[config.mk]
export PLATFORM = sky130hd
export DESIGN_NAME = process_id_slot_allocator_flat
export DESIGN_NICKNAME = d
export VERILOG_FILES = /design/src/rtl/pidsa_pkg.sv /design/src/rtl/pidsa_if.sv /design/src/rtl/pidsa_ctrl.sv /design/src/rtl/pidsa_dp.sv /design/src/rtl/process_id_slot_allocator.sv /design/src/flat_wrapper.sv
export VERILOG_INCLUDE_DIRS = /design/src /design/src/rtl
export SDC_FILE = /design/constraint.sdc
export NUM_CORES = 2
export LEC_CHECK = 0
export ABC_AREA = 1
export BUFFER_PORTS_ARGS = -buffer_cell sky130_fd_sc_hd__buf_2
export CAP_MARGIN = 20
export CORE_ASPECT_RATIO = 1.75
export CORE_MARGIN = 4
export CORE_UTILIZATION = 50
export DETAILED_ROUTE_END_ITERATION = 12
export PLACE_DENSITY = 0.74
export SYNTH_ARGS = -nofsm -noshare
export SYNTH_HDL_FRONTEND = slang
export SYNTH_SLANG_ARGS = --single-unit
[constraint.sdc]
create_clock -name clk -period 6.9 [get_ports clk]
set_input_delay 0.345 -clock clk [delete_from_list [all_inputs] [get_ports clk]]
set_output_delay 0.345 -clock clk [all_outputs]
set_load 0.02 [all_outputs]
[src/rtl/process_id_slot_allocator_defines.svh]
// ----------------------------------------------------------------------------
// Process id slot allocator assertion macros
// Concurrent assertion wrappers that compile away when SYNTHESIS is defined.
// ----------------------------------------------------------------------------
`ifndef PROCESS_ID_SLOT_ALLOCATOR_DEFINES_SVH
`define PROCESS_ID_SLOT_ALLOCATOR_DEFINES_SVH

`ifndef SYNTHESIS

`define PIDSA_ASSERT_IMP(label, clk, rst_n, ante, cons) \
  label: assert property (@(posedge clk) disable iff (!rst_n) (ante) |-> (cons)) \
    else $error("pidsa: same-cycle check failed");

`define PIDSA_ASSERT_NEXT(label, clk, rst_n, ante, cons) \
  label: assert property (@(posedge clk) disable iff (!rst_n) (ante) |=> (cons)) \
    else $error("pidsa: next-cycle check failed");

`else

`define PIDSA_ASSERT_IMP(label, clk, rst_n, ante, cons)

`define PIDSA_ASSERT_NEXT(label, clk, rst_n, ante, cons)

`endif

`endif

[src/rtl/pidsa_pkg.sv]
// ----------------------------------------------------------------------------
// Process id slot allocator package
// Field widths, request and status codes, and controller/datapath structs.
// ----------------------------------------------------------------------------
package pidsa_pkg;

  localparam int unsigned MODE_W   = 3;
  localparam int unsigned PID_W    = 7;
  localparam int unsigned OWNER_W  = 16;
  localparam int unsigned START_W  = 6;
  localparam int unsigned EXIT_W   = 32;
  localparam int unsigned STATUS_W = 2;

  localparam logic [MODE_W-1:0] MODE_ALLOC    = 3'd0;
  localparam logic [MODE_W-1:0] MODE_LOOKUP   = 3'd1;
  localparam logic [MODE_W-1:0] MODE_GET_EXIT = 3'd2;
  localparam logic [MODE_W-1:0] MODE_SET_EXIT = 3'd3;
  localparam logic [MODE_W-1:0] MODE_CLEAR    = 3'd4;

  localparam logic [STATUS_W-1:0] ST_OK    = 2'd0;
  localparam logic [STATUS_W-1:0] ST_FULL  = 2'd1;
  localparam logic [STATUS_W-1:0] ST_RANGE = 2'd2;

  localparam logic [EXIT_W-1:0] EXIT_RESET = 32'hFFFF_FFFF;

  typedef struct packed {
    logic clr_pass;
    logic capture;
    logic reduce;
    logic probe;
    logic access;
    logic finish;
    logic emit;
  } pidsa_cmd_t;

  typedef struct packed {
    logic clr_last;
    logic req_alloc;
    logic slot_in_range;
    logic probe_done;
    logic out_free;
  } pidsa_sts_t;

endpackage

[src/rtl/pidsa_if.sv]
// ----------------------------------------------------------------------------
// Process id slot allocator channels
// Request and result channels with valid/ready handshake and payload.
// ----------------------------------------------------------------------------
interface pidsa_in_if import pidsa_pkg::*; ();
  logic                      valid;
  logic                      ready;
  logic [MODE_W-1:0]         mode;
  logic [PID_W-1:0]          pid;
  logic [OWNER_W-1:0]        owner_handle;
  logic [START_W-1:0]        start_slot;
  logic signed [EXIT_W-1:0]  exit_code;

  modport source (output valid, mode, pid, owner_handle, start_slot, exit_code,
                  input ready);
  modport sink (input valid, mode, pid, owner_handle, start_slot, exit_code,
                output ready);
endinterface

interface pidsa_out_if import pidsa_pkg::*; ();
  logic                      valid;
  logic                      ready;
  logic [PID_W-1:0]          new_pid;
  logic [OWNER_W-1:0]        owner_out;
  logic                      owner_valid;
  logic signed [EXIT_W-1:0]  exit_out;
  logic [STATUS_W-1:0]       status;

  modport source (output valid, new_pid, owner_out, owner_valid, exit_out, status,
                  input ready);
  modport sink (input valid, new_pid, owner_out, owner_valid, exit_out, status,
                output ready);
endinterface

[src/rtl/pidsa_ctrl.sv]
// ----------------------------------------------------------------------------
// Process id slot allocator controller
// Sequences the clearing pass, the allocation probe and table accesses.
// ----------------------------------------------------------------------------
module pidsa_ctrl import pidsa_pkg::*; (
  input  logic       clk,
  input  logic       rst_n,
  input  logic       in_valid,
  output logic       in_ready,
  input  pidsa_sts_t sts,
  output pidsa_cmd_t cmd
);

  typedef enum logic [6:0] {
    S_CLEAR  = 7'b0000001,
    S_IDLE   = 7'b0000010,
    S_REDUCE = 7'b0000100,
    S_PROBE  = 7'b0001000,
    S_ACCESS = 7'b0010000,
    S_FINISH = 7'b0100000,
    S_EMIT   = 7'b1000000
  } state_t;

  state_t state_r, state_nxt;

  always_comb begin
    state_nxt = state_r;
    cmd       = '0;
    in_ready  = 1'b0;
    unique case (state_r)
      S_CLEAR: begin
        cmd.clr_pass = 1'b1;
        if (sts.clr_last) begin
          state_nxt = S_IDLE;
        end
      end
      S_IDLE: begin
        in_ready = 1'b1;
        if (in_valid) begin
          cmd.capture = 1'b1;
          state_nxt   = sts.req_alloc ? S_REDUCE : S_ACCESS;
        end
      end
      S_REDUCE: begin
        cmd.reduce = 1'b1;
        if (sts.slot_in_range) begin
          state_nxt = S_PROBE;
        end
      end
      S_PROBE: begin
        cmd.probe = 1'b1;
        if (sts.probe_done) begin
          state_nxt = S_EMIT;
        end
      end
      S_ACCESS: begin
        cmd.access = 1'b1;
        state_nxt  = S_FINISH;
      end
      S_FINISH: begin
        cmd.finish = 1'b1;
        state_nxt  = S_EMIT;
      end
      S_EMIT: begin
        if (sts.out_free) begin
          cmd.emit  = 1'b1;
          state_nxt = S_IDLE;
        end
      end
      default: begin
        state_nxt = S_IDLE;
      end
    endcase
  end

  always_ff @(posedge clk) begin
    if (!rst_n) begin
      state_r <= S_CLEAR;
    end else begin
      state_r <= state_nxt;
    end
  end

endmodule

[src/rtl/pidsa_dp.sv]
// ----------------------------------------------------------------------------
// Process id slot allocator datapath
// Slot tables, probe pointer, request registers and the result register.
// ----------------------------------------------------------------------------
module pidsa_dp import pidsa_pkg::*; #(
  parameter int unsigned SLOTS = 64
) (
  input  logic                     clk,
  input  logic                     rst_n,
  input  pidsa_cmd_t               cmd,
  output pidsa_sts_t               sts,
  input  logic [MODE_W-1:0]        in_mode,
  input  logic [PID_W-1:0]         in_pid,
  input  logic [OWNER_W-1:0]       in_owner_handle,
  input  logic [START_W-1:0]       in_start_slot,
  input  logic signed [EXIT_W-1:0] in_exit_code,
  output logic                     out_valid,
  input  logic                     out_ready,
  output logic [PID_W-1:0]         out_new_pid,
  output logic [OWNER_W-1:0]       out_owner_out,
  output logic                     out_owner_valid,
  output logic signed [EXIT_W-1:0] out_exit_out,
  output logic [STATUS_W-1:0]      out_status
);

  localparam int unsigned IDX_W = $clog2(SLOTS);
  localparam int unsigned SW    = (IDX_W > START_W) ? IDX_W : START_W;
  localparam int unsigned CW0   = $clog2(SLOTS + 1);
  localparam int unsigned CW    = (CW0 > PID_W) ? CW0 : PID_W;

  logic                used_mem  [SLOTS];
  logic [OWNER_W-1:0]  owner_mem [SLOTS];
  logic [EXIT_W-1:0]   exit_mem  [SLOTS];

  logic                used_q;
  logic [OWNER_W-1:0]  owner_q;
  logic [EXIT_W-1:0]   exit_q;

  logic [IDX_W-1:0]    clr_r;
  logic [SW-1:0]       slot_r;
  logic [IDX_W-1:0]    probes_r;
  logic [MODE_W-1:0]   mode_r;
  logic [IDX_W-1:0]    pid_idx_r;
  logic                pid_ok_r;
  logic [OWNER_W-1:0]  owner_r;
  logic [EXIT_W-1:0]   code_r;

  logic [PID_W-1:0]    res_new_pid_r, res_new_pid_nxt;
  logic [OWNER_W-1:0]  res_owner_r, res_owner_nxt;
  logic                res_owner_valid_r, res_owner_valid_nxt;
  logic [EXIT_W-1:0]   res_exit_r, res_exit_nxt;
  logic [STATUS_W-1:0] res_status_r, res_status_nxt;

  logic                out_valid_r;
  logic [PID_W-1:0]    out_new_pid_r;
  logic [OWNER_W-1:0]  out_owner_r;
  logic                out_owner_valid_r;
  logic [EXIT_W-1:0]   out_exit_r;
  logic [STATUS_W-1:0] out_status_r;

  logic [IDX_W-1:0]    slot_idx;
  logic [IDX_W-1:0]    next_idx;
  logic                slot_ge;
  logic [SW-1:0]       slot_sub;
  logic                probe_last;
  logic                take;
  logic [CW-1:0]       pid_m1;
  logic                in_pid_ok;

  logic [IDX_W-1:0]    rd_addr;
  logic [IDX_W-1:0]    wr_addr;
  logic                used_we, used_wd;
  logic                owner_we;
  logic                exit_we;
  logic [EXIT_W-1:0]   exit_wd;

  assign slot_idx   = slot_r[IDX_W-1:0];
  assign next_idx   = (slot_idx == IDX_W'(SLOTS - 1)) ? IDX_W'(1) : slot_idx + 1'b1;
  assign slot_ge    = {1'b0, slot_r} >= (SW + 1)'(SLOTS);
  assign slot_sub   = SW'({1'b0, slot_r} - (SW + 1)'(SLOTS));
  assign probe_last = probes_r == IDX_W'(SLOTS - 1);
  assign take       = cmd.probe && !used_q;
  assign pid_m1     = CW'(in_pid) - CW'(1);
  assign in_pid_ok  = (in_pid != '0) && (CW'(in_pid) <= CW'(SLOTS));

  assign sts.clr_last      = clr_r == IDX_W'(SLOTS - 1);
  assign sts.req_alloc     = in_mode == MODE_ALLOC;
  assign sts.slot_in_range = !slot_ge;
  assign sts.probe_done    = !used_q || probe_last;
  assign sts.out_free      = !out_valid_r || out_ready;

  always_comb begin
    if (cmd.reduce) begin
      rd_addr = slot_idx;
    end else if (cmd.probe) begin
      rd_addr = next_idx;
    end else begin
      rd_addr = pid_idx_r;
    end
  end

  always_comb begin
    wr_addr  = pid_idx_r;
    used_we  = 1'b0;
    used_wd  = 1'b0;
    owner_we = 1'b0;
    exit_we  = 1'b0;
    exit_wd  = EXIT_RESET;
    if (cmd.clr_pass) begin
      wr_addr = clr_r;
      used_we = 1'b1;
      exit_we = 1'b1;
    end else if (take) begin
      wr_addr  = slot_idx;
      used_we  = 1'b1;
      used_wd  = 1'b1;
      owner_we = 1'b1;
      exit_we  = 1'b1;
    end else if (cmd.access && pid_ok_r) begin
      used_we = mode_r == MODE_CLEAR;
      exit_we = mode_r == MODE_SET_EXIT;
      exit_wd = code_r;
    end
  end

  always_ff @(posedge clk) begin
    if (used_we) begin
      used_mem[wr_addr] <= used_wd;
    end
    used_q <= used_mem[rd_addr];
  end

  always_ff @(posedge clk) begin
    if (owner_we) begin
      owner_mem[wr_addr] <= owner_r;
    end
    owner_q <= owner_mem[rd_addr];
  end

  always_ff @(posedge clk) begin
    if (exit_we) begin
      exit_mem[wr_addr] <= exit_wd;
    end
    exit_q <= exit_mem[rd_addr];
  end

  always_comb begin
    res_new_pid_nxt     = res_new_pid_r;
    res_owner_nxt       = res_owner_r;
    res_owner_valid_nxt = res_owner_valid_r;
    res_exit_nxt        = res_exit_r;
    res_status_nxt      = res_status_r;
    if (cmd.probe && sts.probe_done) begin
      res_owner_nxt       = '0;
      res_owner_valid_nxt = 1'b0;
      res_exit_nxt        = '0;
      if (!used_q) begin
        res_new_pid_nxt = PID_W'(CW'(slot_idx) + CW'(1));
        res_status_nxt  = ST_OK;
      end else begin
        res_new_pid_nxt = '0;
        res_status_nxt  = ST_FULL;
      end
    end else if (cmd.finish) begin
      res_new_pid_nxt     = '0;
      res_owner_nxt       = '0;
      res_owner_valid_nxt = 1'b0;
      res_exit_nxt        = '0;
      res_status_nxt      = ST_OK;
      unique case (mode_r)
        MODE_LOOKUP: begin
          if (!pid_ok_r) begin
            res_status_nxt = ST_RANGE;
          end else if (used_q) begin
            res_owner_nxt       = owner_q;
            res_owner_valid_nxt = 1'b1;
          end
        end
        MODE_GET_EXIT: begin
          if (!pid_ok_r) begin
            res_status_nxt = ST_RANGE;
          end else begin
            res_exit_nxt = exit_q;
          end
        end
        MODE_SET_EXIT: begin
          if (!pid_ok_r) begin
            res_status_nxt = ST_RANGE;
          end
        end
        default: begin
          res_status_nxt = ST_OK;
        end
      endcase
    end
  end

  always_ff @(posedge clk) begin
    res_new_pid_r     <= res_new_pid_nxt;
    res_owner_r       <= res_owner_nxt;
    res_owner_valid_r <= res_owner_valid_nxt;
    res_exit_r        <= res_exit_nxt;
    res_status_r      <= res_status_nxt;
    if (cmd.capture) begin
      mode_r    <= in_mode;
      pid_idx_r <= pid_m1[IDX_W-1:0];
      pid_ok_r  <= in_pid_ok;
      owner_r   <= in_owner_handle;
      code_r    <= in_exit_code;
      slot_r    <= SW'(in_start_slot);
      probes_r  <= IDX_W'(1);
    end else if (cmd.reduce && slot_ge) begin
      slot_r <= slot_sub;
    end else if (cmd.probe && !sts.probe_done) begin
      slot_r   <= SW'(next_idx);
      probes_r <= probes_r + 1'b1;
    end
    if (cmd.emit) begin
      out_new_pid_r     <= res_new_pid_r;
      out_owner_r       <= res_owner_r;
      out_owner_valid_r <= res_owner_valid_r;
      out_exit_r        <= res_exit_r;
      out_status_r      <= res_status_r;
    end
  end

  always_ff @(posedge clk) begin
    if (!rst_n) begin
      clr_r       <= '0;
      out_valid_r <= 1'b0;
    end else begin
      if (cmd.clr_pass) begin
        clr_r <= clr_r + 1'b1;
      end
      if (cmd.emit) begin
        out_valid_r <= 1'b1;
      end else if (out_ready) begin
        out_valid_r <= 1'b0;
      end
    end
  end

  assign out_valid       = out_valid_r;
  assign out_new_pid     = out_new_pid_r;
  assign out_owner_out   = out_owner_r;
  assign out_owner_valid = out_owner_valid_r;
  assign out_exit_out    = out_exit_r;
  assign out_status      = out_status_r;

endmodule

[src/rtl/process_id_slot_allocator.sv]
// ----------------------------------------------------------------------------
// Process id slot allocator
// Requests arrive on in_ch (valid/ready) with a mode, an id, an owner handle,
// a probe start slot and an exit code. Each accepted beat yields exactly one
// result beat on out_ch carrying the new id, owner, exit code and a status.
// Lookup, exit-code and clear requests pass through the capture, access and
// finish steps into the result register. An allocation is captured, then
// SLOTS is subtracted from the start slot until it is in range, and then a
// linear probe examines one slot per cycle through the used-mark memory read
// port, passing over occupied slots until it finds a free one or gives up.
// One request is in flight at a time. After reset the block clears the used
// marks and presets the exit codes of every slot, with in_ch.ready low. A
// stalled result beat stays in the output register; the next request may be
// accepted meanwhile and its result waits until the output register is free.
// ----------------------------------------------------------------------------
`include "process_id_slot_allocator_defines.svh"

module process_id_slot_allocator import pidsa_pkg::*; #(
  parameter int unsigned SLOTS = 64
) (
  input  logic        clk,
  input  logic        rst_n,
  pidsa_in_if.sink    in_ch,
  pidsa_out_if.source out_ch
);

  pidsa_cmd_t cmd;
  pidsa_sts_t sts;
  logic       in_ready;

  assign in_ch.ready = in_ready;

  pidsa_ctrl u_ctrl (
    .clk      (clk),
    .rst_n    (rst_n),
    .in_valid (in_ch.valid),
    .in_ready (in_ready),
    .sts      (sts),
    .cmd      (cmd)
  );

  pidsa_dp #(
    .SLOTS (SLOTS)
  ) u_dp (
    .clk             (clk),
    .rst_n           (rst_n),
    .cmd             (cmd),
    .sts             (sts),
    .in_mode         (in_ch.mode),
    .in_pid          (in_ch.pid),
    .in_owner_handle (in_ch.owner_handle),
    .in_start_slot   (in_ch.start_slot),
    .in_exit_code    (in_ch.exit_code),
    .out_valid       (out_ch.valid),
    .out_ready       (out_ch.ready),
    .out_new_pid     (out_ch.new_pid),
    .out_owner_out   (out_ch.owner_out),
    .out_owner_valid (out_ch.owner_valid),
    .out_exit_out    (out_ch.exit_out),
    .out_status      (out_ch.status)
  );

  `PIDSA_ASSERT_NEXT(a_one_in_flight, clk, rst_n, in_ch.valid && in_ch.ready, !in_ch.ready)
  `PIDSA_ASSERT_IMP(a_full_no_pid, clk, rst_n, out_ch.valid && (out_ch.status != ST_OK), out_ch.new_pid == '0 && !out_ch.owner_valid)
  `PIDSA_ASSERT_IMP(a_pid_in_range, clk, rst_n, out_ch.valid && (out_ch.new_pid != '0), out_ch.status == ST_OK && !out_ch.owner_valid)

endmodule

[src/flat_wrapper.sv]
// flat-port wrapper written by rule: the top's interface ports become plain ports
module process_id_slot_allocator_flat import pidsa_pkg::*;
#(
  parameter int unsigned SLOTS = 64
)
  (clk, rst_n, in_ch_valid, in_ch_mode, in_ch_pid, in_ch_owner_handle, in_ch_start_slot, in_ch_exit_code, in_ch_ready, out_ch_valid, out_ch_new_pid, out_ch_owner_out, out_ch_owner_valid, out_ch_exit_out, out_ch_status, out_ch_ready);
  pidsa_in_if in_ch_i ();
  pidsa_out_if out_ch_i ();
  input  logic clk;
  input  logic rst_n;
  input wire logic [$bits(in_ch_i.valid)-1:0] in_ch_valid;
  input wire logic [$bits(in_ch_i.mode)-1:0] in_ch_mode;
  input wire logic [$bits(in_ch_i.pid)-1:0] in_ch_pid;
  input wire logic [$bits(in_ch_i.owner_handle)-1:0] in_ch_owner_handle;
  input wire logic [$bits(in_ch_i.start_slot)-1:0] in_ch_start_slot;
  input wire logic [$bits(in_ch_i.exit_code)-1:0] in_ch_exit_code;
  output wire logic [$bits(in_ch_i.ready)-1:0] in_ch_ready;
  output wire logic [$bits(out_ch_i.valid)-1:0] out_ch_valid;
  output wire logic [$bits(out_ch_i.new_pid)-1:0] out_ch_new_pid;
  output wire logic [$bits(out_ch_i.owner_out)-1:0] out_ch_owner_out;
  output wire logic [$bits(out_ch_i.owner_valid)-1:0] out_ch_owner_valid;
  output wire logic [$bits(out_ch_i.exit_out)-1:0] out_ch_exit_out;
  output wire logic [$bits(out_ch_i.status)-1:0] out_ch_status;
  input wire logic [$bits(out_ch_i.ready)-1:0] out_ch_ready;
  assign in_ch_i.valid = in_ch_valid;
  assign in_ch_i.mode = in_ch_mode;
  assign in_ch_i.pid = in_ch_pid;
  assign in_ch_i.owner_handle = in_ch_owner_handle;
  assign in_ch_i.start_slot = in_ch_start_slot;
  assign in_ch_i.exit_code = in_ch_exit_code;
  assign in_ch_ready = in_ch_i.ready;
  assign out_ch_valid = out_ch_i.valid;
  assign out_ch_new_pid = out_ch_i.new_pid;
  assign out_ch_owner_out = out_ch_i.owner_out;
  assign out_ch_owner_valid = out_ch_i.owner_valid;
  assign out_ch_exit_out = out_ch_i.exit_out;
  assign out_ch_status = out_ch_i.status;
  assign out_ch_i.ready = out_ch_ready;
  process_id_slot_allocator #(.SLOTS(SLOTS)) u_core (.clk(clk), .rst_n(rst_n), .in_ch(in_ch_i), .out_ch(out_ch_i));
endmodule
# Yosys cells after proc, flatten, opt, wreduce, memory -nomap -nowiden
# Memory sizes are Yosys's and may differ from the RTL's. A register that Yosys moved wholly into a read port is not among the register bits.
# Index checks and enable logic that the tools add are counted.
# totals
reg_bits	200
wordCells	122
inputBits	68
ramBits	3136
out_inout_bits	60
n_memories	3
# op_classes
mux	58
n_reduce_logical	17
magnitude_cmp	1
n_eq_ne	18
add_sub_neg	5
# memory_table
name	depth	word_bits	read_ports	rd_ports_with_merged_regs	write_ports	line_no	source
u_core.u_dp.exit_mem	64	32	1	1	1	pidsa_dp.sv:33	logic [EXIT_W-1:0] exit_mem [SLOTS];
u_core.u_dp.owner_mem	64	16	1	1	1	pidsa_dp.sv:32	logic [OWNER_W-1:0] owner_mem [SLOTS];
u_core.u_dp.used_mem	64	1	1	1	1	pidsa_dp.sv:31	logic used_mem [SLOTS];
# op_table
cell	n
$mux 32	5
$mux 7	7
$pmux 7 s7	1
$mux 16	3
$mux 6	7
$mux 1	30
$add 6x1->6 const B	3
$eq 6x6->1 const B	3
$mux 2	4
$add 6x1->7 const B	1
$eq 7x1->1 const B	1
$eq 7x2->1 const B	1
$eq 7x3->1 const B	1
$eq 7x4->1 const B	1
$eq 7x5->1 const B	1
$eq 7x6->1 const B	1
$eq 7x7->1 const B	1
$le 7x7->1 const B	1
$reduce_bool 7->1	1
$eq 3x2->1 const B	2
$reduce_bool 2->1	3
$sub 6x1->6 const B	1
$logic_and 1x1->1	5
$mux 5	1
9 further kinds	14

# Depth between registers and ports, before layout
# logic_depth
ltp_word	8
ltp_mapped	18

# Cells and area by module
# Synthesis repeated with hierarchy kept, for this count alone.
# hier_totals
cells_unflattened	13084
area_unflattened_um2	144621.2
# modules_own_cells
mod	instances	area_each_um2	seq_area_each_um2	cells_each
pidsa_dp	1	144090.7	100326.2	13005
pidsa_ctrl	1	530.5	140.1	79

# Least setup slack after synthesis
# Ideal clock, no wire load.
# synth_timing
kind	reg-to-reg
from	register u_core.u_ctrl.state_r[4]
to	memory u_core.u_dp.exit_mem[62][0], enable pin
stages_incl_launch_ff	15
path_slack_ns	1.933
setup_ns	0.461
arrival_ns	4.506
period_less_slack_ns	4.967
path_cell_list	dfxtp_1 -> inv_2 -> nand2_2 -> nor2_4 -> nand2_2 -> nor2_4 -> inv_2 -> buf_2 -> o211ai_1 -> o21ai_1 -> nor2_1 -> inv_1 -> nor2_2 -> inv_1 -> nor3_1
# synth_between
elab_chain_len	8
# synth_rtl
element	line_no	source
start, declared	pidsa_ctrl.sv:24	state_t state_r, state_nxt;
start signal, assigned	pidsa_ctrl.sv:80	state_r <= state_nxt;
$eq 7x5->1	pidsa_ctrl.sv:30	unique case (state_r)
$mux 1	pidsa_ctrl.sv:30	
$logic_and 1x1->1	pidsa_dp.sv:119	end else if (cmd.access && pid_ok_r) begin
$mux 1	pidsa_dp.sv:119	
$mux 1	pidsa_dp.sv:113	end else if (take) begin
$mux 1	pidsa_dp.sv:109	if (cmd.clr_pass) begin
$mux 1	pidsa_dp.sv:141	if (exit_we) begin
$mux 1 (implied by the code)	pidsa_dp.sv:142	exit_mem[wr_addr] <= exit_wd;
end, declared	pidsa_dp.sv:33	
# Several ways; a longest one is shown, not always the timed one.

# Worst setup path in the final report
# layout_timing
from	register u_core.u_dp.slot_r[0] (netlist: u_core.u_dp.slot_idx[0])
to	register u_core.u_dp.exit_q[20], read port of u_core.u_dp.exit_mem
# layout_between
elab_chain_len	4
# layout_rtl
element	line_no	source
start, declared	pidsa_dp.sv:40	logic [SW-1:0] slot_r;
start signal, assigned	pidsa_dp.sv:210	slot_r <= SW'(in_start_slot);
start signal, assigned	pidsa_dp.sv:213	slot_r <= slot_sub;
start signal, assigned	pidsa_dp.sv:215	slot_r <= SW'(next_idx);
$add 6x1->6 or $eq 6x6->1 (tied branches)	pidsa_dp.sv:78	assign next_idx = (slot_idx == IDX_W'(SLOTS - 1)) ? IDX_W'(1) : slot_idx + 1'b1;
$mux 6	pidsa_dp.sv:78	
$mux 6	pidsa_dp.sv:95	end else if (cmd.probe) begin
$mux 6 (*)	pidsa_dp.sv:93	if (cmd.reduce) begin
end, declared	pidsa_dp.sv:37	logic [EXIT_W-1:0] exit_q;
# Mark *: on every way between the ends. The rest lies on a longest branch, timed or not.
# A chain may end at the register's enable or synchronous reset.

==> metrics.yaml <==
overflow: 0
peakVddDrop_uv: 234.3
die_w_um: 417.4
rsz0062_at_grt: "false"
antenna_found_initial: 23
fp.dieH_um: 724.5
first_global_vias: 96920
fmax_mhz: 207.2
cp-start-kind: "flip-flop"
ys_ff_latch: 3385
slew_headroom_pct: 23.23
crit_required_ns: 7.68
fin_nets: 13070
ys.flop_type: "edfxtp_1"
vias: 101300
grt_max_degree: 177
report.final.setup_viol: 0
n_fill_cell: 22980
core_sq_um: 291400
worstHoldStart: "in_ch_exit_code[4]"
synth_area_leaders: "edfxtp_1 67%, nand3_1 11%, nand3b_1 6.0%, nand2_1 5.1%, inv_1 4.7%"
path_clk_slew_ns: 0.07
cts_buffers: 290
end_kind: "flip-flop"
utilization_pct: 55.55
ys_async_sr_fraction_pct: 0
hold_slack_ns: 0.1486
switching_share_pct: 21.54
p_int_mw: 32.13
power_frac_seq_pct: 56.2
cts.sinks: 3385
leakage_nw: 64.06
cts_max_level: 5
worstPathArrival_ns: 5.60
cap_violations: 0
synth_fp_nets: 13160
yosys.cell_types.count: 38
grtUsageTotal_pct: 28.01
die_area_sq_um: 302400
drive_gt1_share_pct: 7.754
area_delta_synth_final_pct: 10.39
syn_inst: 13090
p_per_area_nw_per_um2: 252.9
synth_edf_count: 3267
drtIter0Drc: 13340
tns_ns: 0
drc: 0
min_period_ns: 4.826
clockBufferDepth: 4
numPortBuffers: 127
cts_resized: 0
drt-total-wl_um: 435800
cts-root-buf: "clkbuf_16"
hold_viol: 0
startpoint: "u_core.u_dp.slot_idx[0]$_DFFE_PP_"
synth_top_cell_area_share_pct: 66.89
start_util_pct: 50.33
power_switching_mw: 8.819
synth_area_sq_um: 146700
status: "finished clean"
io_pins: 128
period_share_pct: 69.94
viasPerCell: 5.928
crit_type: "flip-flop to flip-flop"
dr.pass1.iters: 8
synth-seq-area-share_pct: 68.50
cts_tree: "done"
wl_per_cell_um: 25.50
grt_pass1_wl_um: 630400
clock_latency_ns: 0.91
crit_fanout: 71
reg2reg_from: "u_core.u_dp.slot_idx[0]$_DFFE_PP_"
syn_avg_cell_area_sq_um: 11.21
ant_nets: 0
synth_top_cell_by_area: "edfxtp_1"
fin_worst_skew_ns: 0.07846
dp_hpwl_um: 250700
p_clk_share_pct: 39.9
gp_congestion: 0.9253
yosysWarnings: 0
drv_slew: 0
hp-class: "input port to flip-flop"
worst_pin_slew_ns: 1.152
num_rows: 262
p_comb_share_pct: 3.9
==> flip-flops by register name (all words and copies together), names as in the netlist, 6 cells and up <==
register / cells
u_core.u_dp.owner_q: 16
u_core.u_ctrl.state_r: 7
u_core.u_dp.exit_q: 32
u_core.u_dp.pid_idx_r: 6
u_core.u_dp.clr_r: 6
u_core.u_dp.exit_mem: 2048
u_core.u_dp.res_new_pid_r: 7
u_core.u_dp.out_new_pid: 7
u_core.u_dp.code_r: 32
u_core.u_dp.owner_mem: 1024
u_core.u_dp.used_mem: 64
u_core.u_dp.owner_r: 16
u_core.u_dp.slot_idx: 6
u_core.u_dp.out_owner_out: 16
u_core.u_dp.res_exit_r: 32
u_core.u_dp.out_exit_out: 32
u_core.u_dp.res_owner_r: 16
u_core.u_dp.probes_r: 6
==> cells by family (layout without fill, tap and decap cells) <==
logic type,after synthesis,after routing,share of synthesized area [%]
AND/OR/NAND/NOR,6844,6844,23.54
flip-flops,3385,3385,68.50
buffers and inverters,2748,2879,7.487
AO/OA/AOI/OAI,98,98,0.3839
XOR/XNOR,9,9,0.05375
adder cells (fa/ha/maj),4,4,0.03413
other,0,43,0
==> layout by cell type, fill, tap and decap left out, types with 6 or more instances in the layout <==
| cell type | instances |
|---|---|
| inv_6 | 8 |
| nand2_1 | 1967 |
| a21oi_1 | 47 |
| o21ai_0 | 15 |
| clkinv_1 | 36 |
| xor2_1 | 6 |
| buf_2 | 127 |
| clkinv_2 | 46 |
| dfxtp_1 | 118 |
| nor2_1 | 160 |
| dlygate4sd3_1 | 71 |
| or2_2 | 17 |
| nand3b_1 | 1174 |
| buf_4 | 271 |
| clkbuf_8 | 11 |
| diode_2 | 43 |
| bufinv_16 | 19 |
| nor2_2 | 26 |
| inv_2 | 8 |
| nand3_1 | 3345 |
| nor2_4 | 64 |
| nor3_1 | 11 |
| inv_1 | 1834 |
| edfxtp_1 | 3267 |
| nand2_2 | 21 |
| clkinvlp_4 | 13 |
| nand4_1 | 36 |
| a22oi_1 | 16 |
| clkbuf_1 | 63 |
| clkbuf_16 | 301 |
| buf_12 | 50 |
| nor3_2 | 9 |
==> worst paths after layout <==
path | slack [ns] | end | cells after the start
setup / recovery | 2.07 | u_core.u_dp.exit_q[20]$_DFF_P_ | 15
hold / removal | 0.15 | u_core.u_dp.code_r[4]$_DFFE_PP_ | 2
setup reg to reg | 2.07 | u_core.u_dp.exit_q[20]$_DFF_P_ | 15
hold reg to reg | 0.43 | u_core.u_dp.out_new_pid[6]$_DFFE_PP_ | 0
==> worst max-delay path: stages, from the launching register on <==
cell	delay, ns
edfxtp_1	0.50
ha_1	0.29
nand3_1	0.16
o21ai_0	0.09
nand2_1	0.12
nand3_4	0.57
nand2_4	0.98
buf_12	0.37
buf_4	0.34
nand2_1	0.08
nand3_1	0.07
nand3_1	0.21
nand3_1	0.24
nand3_1	0.20
nand3_1	0.21
nand2_1	0.07
==> power by group through the flow <==
| stage | Combinational (mW) | Sequential [mW] | Clock (mW) |
|---|---|---|---|
| 2_1_floorplan | 0.896 | 23.4 | 0 |
| 3_3_place_gp | 1.51 | 23.4 | 0 |
| 3_5_place_dp | 1.54 | 23.4 | 0 |
| 4_1_cts | 1.58 | 23.0 | 16.4 |
| 5_1_grt | 1.72 | 23.0 | 17.2 |
| 6_report | 1.61 | 23.0 | 16.3 |
==> layout make-up <==
type	instances	area, sq um	area share [%]
Timing Repair Buffer	521	4437	2.741
Clock inverter	136	1294	0.7991
Antenna cell	43	107.6	0.06646
Sequential cell	3385	100500	62.06
Inverter	1847	6958	4.298
Multi-Input combinational cell	6955	35920	22.19
Clock buffer	375	7920	4.892
Tap cell	3828	4790	2.958
==> cell usage after synthesis, types with 4 or more instances <==
cell type	instances
buf_2	436
edfxtp_1	3267
a21oi_1	47
nor3_1	20
nand3b_1	1174
nand2_1	1988
o211ai_1	4
dfxtp_1	118
xor2_1	6
ha_1	4
nor4_1	4
a22oi_1	16
nor2_1	238
o21ai_1	7
inv_1	1835
nand3_1	3346
nand4_1	36
inv_2	10
buf_1	129
buf_4	32
clkbuf_1	304
o21ai_0	15
a31oi_1	4
nor2_2	10
or2_2	17
==> repair_timing <==
| item | 4_1_cts | 5_1_grt |
|---|---|---|
| hold endpoints to repair | 78 | 0 |
| endpoints found under the setup margin | 0 | 0 |
| hold buffers | 71 | 0 |
| setup buffers | 0 | 0 |
==> through the flow <==
| step | power [mW] | instance area [sq um] | instances | setup WS, ns |
|---|---|---|---|---|
| 2_1_floorplan | 24.29 | 146700 | 13090 | 1.933 |
| 3_3_place_gp | 24.93 | 151800 | 16460 | 2.273 |
| 3_5_place_dp | 24.98 | 151800 | 16460 | 2.252 |
| 4_1_cts | 41.02 | 161700 | 17050 | 2.219 |
| 5_1_grt | 41.97 | 161900 | 17080 | 1.858 |
| 6_report | 40.95 | 161900 | 17090 | 2.074 |
==> routing by layer <==
metal | global-route usage (%) | wire [um]
met1 | 31.55 | 140700
met2 | 46.94 | 211700
met3 | 3.637 | 37530
met4 | 24.71 | 45760
met5 | 0 | 24
No activity file was read; power rests on OpenSTA's default activity.
